## src/rtl/core/gets_pkg.sv

```systemverilog
// ---------------------------------------------------------------------------
// gets_pkg
// shared types and constants of the global edf tick scheduler
// ---------------------------------------------------------------------------
`default_nettype none

package gets_pkg;

    localparam int MAX_TASKS  = 16;
    localparam int TASK_W     = 4;
    localparam int PROC_SLOTS = 4;
    localparam int PROC_W     = 2;

    localparam logic [4:0]  IDLE_CODE = 5'd16;
    localparam logic [2:0]  NO_PROC   = 3'd7;
    localparam logic [19:0] OVR_MAX   = 20'hFFFFF;

    typedef enum logic [1:0] {
        OP_LOAD  = 2'd0,
        OP_TICK  = 2'd1,
        OP_FLUSH = 2'd2,
        OP_READ  = 2'd3
    } t_op;

    typedef struct packed {
        t_op         operation;
        logic [3:0]  task_number;
        logic [15:0] exec_time;
        logic [15:0] task_period;
    } t_item;

    typedef struct packed {
        logic [4:0]  proc0_task;
        logic [4:0]  proc1_task;
        logic [4:0]  proc2_task;
        logic [4:0]  proc3_task;
        logic        scheduler_ran;
        logic [4:0]  jobs_released;
        logic [2:0]  switches_now;
        logic [4:0]  misses_now;
        logic [19:0] overrun_now;
        logic [31:0] task_misses;
        logic [31:0] task_overrun;
    } t_result;

    // controller to datapath commands
    typedef struct packed {
        logic              accept;
        logic              load;
        logic              scan;
        logic              init;
        logic              order;
        logic              fill;
        logic              decr;
        logic              flush;
        logic              finish;
        logic [TASK_W-1:0] idx;
    } t_ctl;

    // datapath to controller status
    typedef struct packed {
        logic sched;
    } t_sts;

endpackage

`default_nettype wire

```

## src/rtl/core/gets_ctrl.sv

```systemverilog
// ---------------------------------------------------------------------------
// gets_ctrl
// sequencer of the scheduler: walks tasks and processors per operation
// ---------------------------------------------------------------------------
`default_nettype none

module gets_ctrl #(
    parameter int PROCESSORS = 4
) (
    input  logic           i_clk,
    input  logic           i_rst_n,
    input  logic           i_start,
    input  gets_pkg::t_op  i_op,
    input  gets_pkg::t_sts i_sts,
    output gets_pkg::t_ctl o_ctl,
    output logic           o_busy
);
    import gets_pkg::*;

    typedef enum logic [8:0] {
        S_IDLE   = 9'b000000001,
        S_LOAD   = 9'b000000010,
        S_SCAN   = 9'b000000100,
        S_INIT   = 9'b000001000,
        S_ORDER  = 9'b000010000,
        S_FILL   = 9'b000100000,
        S_DECR   = 9'b001000000,
        S_FLUSH  = 9'b010000000,
        S_FINISH = 9'b100000000
    } t_state;

    localparam logic [TASK_W-1:0] TASK_LAST = TASK_W'(MAX_TASKS - 1);
    localparam logic [PROC_W-1:0] PROC_LAST = PROC_W'(PROCESSORS - 1);

    t_state            r_state, n_state;
    logic [TASK_W-1:0] r_idx, n_idx;

    always_comb begin
        n_state = r_state;
        n_idx   = r_idx;
        o_ctl   = '0;
        o_ctl.idx = r_idx;
        unique case (r_state)
            S_IDLE: begin
                o_ctl.accept = i_start;
                n_idx = '0;
                if (i_start) begin
                    unique case (i_op)
                        OP_LOAD:  n_state = S_LOAD;
                        OP_TICK:  n_state = S_SCAN;
                        OP_FLUSH: n_state = S_FLUSH;
                        OP_READ:  n_state = S_FINISH;
                        default:  n_state = S_FINISH;
                    endcase
                end
            end
            S_LOAD: begin
                o_ctl.load = 1'b1;
                n_state = S_FINISH;
            end
            S_SCAN: begin
                o_ctl.scan = 1'b1;
                n_idx = r_idx + 1'b1;
                if (r_idx == TASK_LAST) begin
                    n_idx   = '0;
                    n_state = i_sts.sched ? S_INIT : S_DECR;
                end
            end
            S_INIT: begin
                o_ctl.init = 1'b1;
                n_idx   = '0;
                n_state = S_ORDER;
            end
            S_ORDER: begin
                o_ctl.order = 1'b1;
                n_idx = r_idx + 1'b1;
                if (r_idx == TASK_LAST) begin
                    n_idx   = '0;
                    n_state = S_FILL;
                end
            end
            S_FILL: begin
                o_ctl.fill = 1'b1;
                n_idx = r_idx + 1'b1;
                if (r_idx[PROC_W-1:0] == PROC_LAST) begin
                    n_state = S_FINISH;
                end
            end
            S_DECR: begin
                o_ctl.decr = 1'b1;
                n_idx = r_idx + 1'b1;
                if (r_idx[PROC_W-1:0] == PROC_LAST) begin
                    n_state = S_FINISH;
                end
            end
            S_FLUSH: begin
                o_ctl.flush = 1'b1;
                n_idx = r_idx + 1'b1;
                if (r_idx == TASK_LAST) begin
                    n_state = S_FINISH;
                end
            end
            S_FINISH: begin
                o_ctl.finish = 1'b1;
                n_state = S_IDLE;
            end
            default: n_state = S_IDLE;
        endcase
    end

    always_ff @(posedge i_clk) begin
        if (!i_rst_n) begin
            r_state <= S_IDLE;
            r_idx   <= '0;
        end else begin
            r_state <= n_state;
            r_idx   <= n_idx;
        end
    end

    assign o_busy = (r_state != S_IDLE);

endmodule

`default_nettype wire

```

## config.mk

```make
export PLATFORM = sky130hd
export DESIGN_NAME = gets_ctrl
export DESIGN_NICKNAME = d
export VERILOG_FILES = /design/src/rtl/core/gets_pkg.sv /design/src/rtl/core/gets_ctrl.sv
export SDC_FILE = /design/constraint.sdc
export NUM_CORES = 1
export LEC_CHECK = 0
export BUFFER_PORTS_ARGS = -buffer_cell sky130_fd_sc_hd__buf_2
export CAP_MARGIN = 25
export CORE_ASPECT_RATIO = 1.4
export CORE_MARGIN = 10
export CORE_UTILIZATION = 45
export DETAILED_ROUTE_END_ITERATION = 16
export HOLD_SLACK_MARGIN = 0.03
export PLACE_DENSITY = 0.68
export SYNTH_ARGS = -nofsm -noshare
export SYNTH_HDL_FRONTEND = slang
export SYNTH_SLANG_ARGS = --single-unit
export TNS_END_PERCENT = 30
```

## constraint.sdc

```tcl
create_clock -name i_clk -period 2.1 [get_ports i_clk]
set_input_delay 0.105 -clock i_clk [delete_from_list [all_inputs] [get_ports i_clk]]
set_output_delay 0.105 -clock i_clk [all_outputs]
set_load 0.01 [all_outputs]
```

==> flow_metrics.tcl <==
set metrics [dict create \
    die_height_microns 73.5 \
    async_reset_ff_share_pct 0 \
    syn_inst 125 \
    layout-drive-gt1-share_pct 24.8 \
    synth_top_area_share_pct 28.3 \
    cts_num_sinks 13 \
    multi_input_area_sq_um 602 \
    fmax_ghz 0.505 \
    diodes 0 \
    outcome "completed" \
    worstPathBufferInverterCount 1 \
    vdd_drop_max_mv 0.458 \
    overall_die_area_sq_um 4270 \
    grt_use_total_pct 12.1 \
    number_of_global_route_vias_before_repair 954 \
    synth_flop_cell "dfxtp_1" \
    routed-via-count 1006 \
    stdcell_area_sq_um 1130 \
    post-synth-top-area-cell "dfxtp_1" \
    critical_path_peak_fanout 11 \
    fp.coreArea_sq_um 1950 \
    register_area_sq_um 267 \
    floorplan.rows 19 \
    worstMarginPinSlew_ns 0.445 \
    grt_first_pass_wirelength_mm 4.24 \
    ioPinCount 20 \
    worst_path_max_delay_cell "dfxtp_4" \
    synth_cell_type_count 38 \
    timing.hold.worst.class "input pin to flip-flop" \
    ant_nets 0 \
    timing.hold.worst.start "i_sts" \
    final_min_period_over_clock_period_pct 94.3 \
    synth_sequential_area_ratio_pct 28.3 \
    drc_errors 0 \
    final_routed_wirelength_across_all_metal_layers_mm 2.50 \
    path_cells "or2_4, nor4_4, nand2_1, nor3b_2, buf_2" \
    timing.final.ws_setup_ns 0.119 \
    antenna_found_initial 0 \
    final_net_count 161 \
    synth_fp_nets 132 \
    synth.top_cells.by_count "dfxtp_1 (13), nand2_1 (11), nor2_1 (11)" \
    grt_setup_unrepaired "yes" \
    synth-edff-count 0 \
    post_synth_instance_area_sq_um 918 \
    clk_root_buffer_cell "clkbuf_4" \
    timing.critical_path.required_ns 2.00 \
    clk_transition_reported_paths_ns 0.08 \
    netlist_top_cells_area "dfxtp_1 (28%), a21oi_1 (5.4%), nand3_1 (5.4%), nand2_1 (4.5%), nor2_1 (4.5%)" \
    largest_net_degree_at_the_start_of_global_routing 14 \
    leakage_nw 0.510 \
    syn_avg_cell_area_sq_um 7.35 \
    vias_per_cell 5.78 \
    final.setup_skew_ns 0.00156 \
    register_bit_total_from_synthesis 13 \
    postPlaceCellArea_sq_um 1040 \
    ctsHtreeMaxLevel 1 \
    worst_ep_arrival_time_ns 1.88 \
    detailedPlace.worstSlack_ns 0.146 \
    path_class "flip-flop to output port" \
    number_of_fill_cells 196 \
    total_of_max_cap_violations 0 \
    critical-path-max-stage-delay_ns 0.38 \
    clockBufferDepth 2 \
    final_max_slew_viol_count 0 \
    routed_wire_length_per_instance_microns 14.3 \
    last_weighted_congestion_value_of_the_routability_driven_placer 0.915 \
    number_of_warnings_printed_during_yosys_synthesis 0 \
    critical_path_end_type "output port" \
    worst_setup_path_startpoint "r_state[6]" \
    detailed_place_hpwl_mm 1.96 \
    worstReg2RegStart "r_state[6]" \
    power_density_nw_per_um2 594 \
    max-slew-margin-rel_pct 70.1 \
    initial_utilization_pct 47.1 \
    post-layout-total-power_uw 671 \
    die_x_microns 58.2 \
    tritoncts_clock_tree "built" \
    final_hold_vios 0 \
    setup.worst_path.start_class "flip-flop" \
    setup_viol 0 \
    area.growth.synth_to_final_pct 23.0 \
    io_buffers 19 \
    drt_iter0_markers 27 \
    drtPass1Iterations 4 \
    tritoncts.num_buffers 3 \
    synthMostInstantiatedCell "dfxtp_1" \
    time_the_worst_path_needs_with_i_o_delays_and_setup_ns 1.98 \
    clock_latency_ns 0.27 \
    crit_family "simple AND/OR/NAND/NOR gates" \
    globalRouteOverflowTotal 0 \
]
==> final timing paths <==
check                                   to  slack, ns  cells past startpoint
worst min register to register    r_idx[0]       0.52                      2
worst min-delay path            r_state[3]       0.09                      3
worst max-delay path             o_ctl[11]       0.12                      5
worst max register to register    r_idx[3]       0.13                      6
==> layer usage <==
layer	track usage, %	wire (microns)
met5	0	0
met2	21.3	1260
met4	4.97	20
met1	13.4	1100
met3	3.10	117
==> power by group <==
group / leakage [nW] / internal, mW / switching [mW]
Combinational: 0.388 / 0.102 / 0.140
Clock: 0.0150 / 0.0736 / 0.0833
Sequential: 0.107 / 0.257 / 0.0151
Total: 0.510 / 0.432 / 0.238
==> sequential cells by signal, summed over array words and instances, names as in the netlist <==
register and cells:
r_idx 4, r_state 9
==> worst reg2reg max path, stage by stage (launching register included) <==
cell and delay [ns]:
dfxtp_4 0.38, or2_4 0.29, nor4_4 0.37, o211ai_1 0.17, o21a_1 0.17, or3_1 0.37
a21oi_2 0.16
==> per-stage QoR <==
| step | util [%] | TNS [ns] | cells | hold WS [ns] |
|---|---|---|---|---|
| detailed placement | 53.5 | 0 | 165 | 0.305 |
| global placement | 53.5 | 0 | 165 | 0.305 |
| floorplan | - | 0 | 125 | 0.183 |
| finish | 58.0 | 0 | 174 | 0.0908 |
| CTS | 55.6 | 0 | 170 | 0.0329 |
| global route | 58.0 | -0.0800 | 174 | 0.0827 |
==> layout make-up <==
cell class | instances | share of cell area [%]
timing repair buffer | 30 | 16.2
sequential | 13 | 23.6
inverter | 7 | 2.33
multi-input combinational | 99 | 53.3
tap | 21 | 2.33
clock buffer | 4 | 2.33
==> kinds of logic after synthesis <==
group	after synthesis	share of synthesized area (%)
xor gates and xnor gates	1	0.954
and+or+nand+nor	66	39.4
adders and majority gates	1	1.36
buffers and inverters	13	7.36
DFF	13	28.3
AOI/OAI and AO/OA	31	22.6
==> placed cells by master, fill, tap and decap left out, types with 6 or more instances in the layout <==
cell | netlist | routed
a21oi_1 | 10 | 9
buf_2 | 3 | 19
buf_4 | 0 | 9
dfxtp_1 | 13 | 10
inv_1 | 7 | 7
nand2_1 | 11 | 11
nand3_1 | 10 | 10
nor2_1 | 11 | 11
nor2b_1 | 6 | 6
nor3_1 | 6 | 6
==> repair_timing <==
item	CTS	global route
pin swaps	0	3
hold buffers	1	1
resized for setup	1	6
cloned	0	0
setup buffers	0	3
hold endpoints to repair	1	1
endpoints found under the setup margin	1	4
Power figures use the tool's default switching activity.
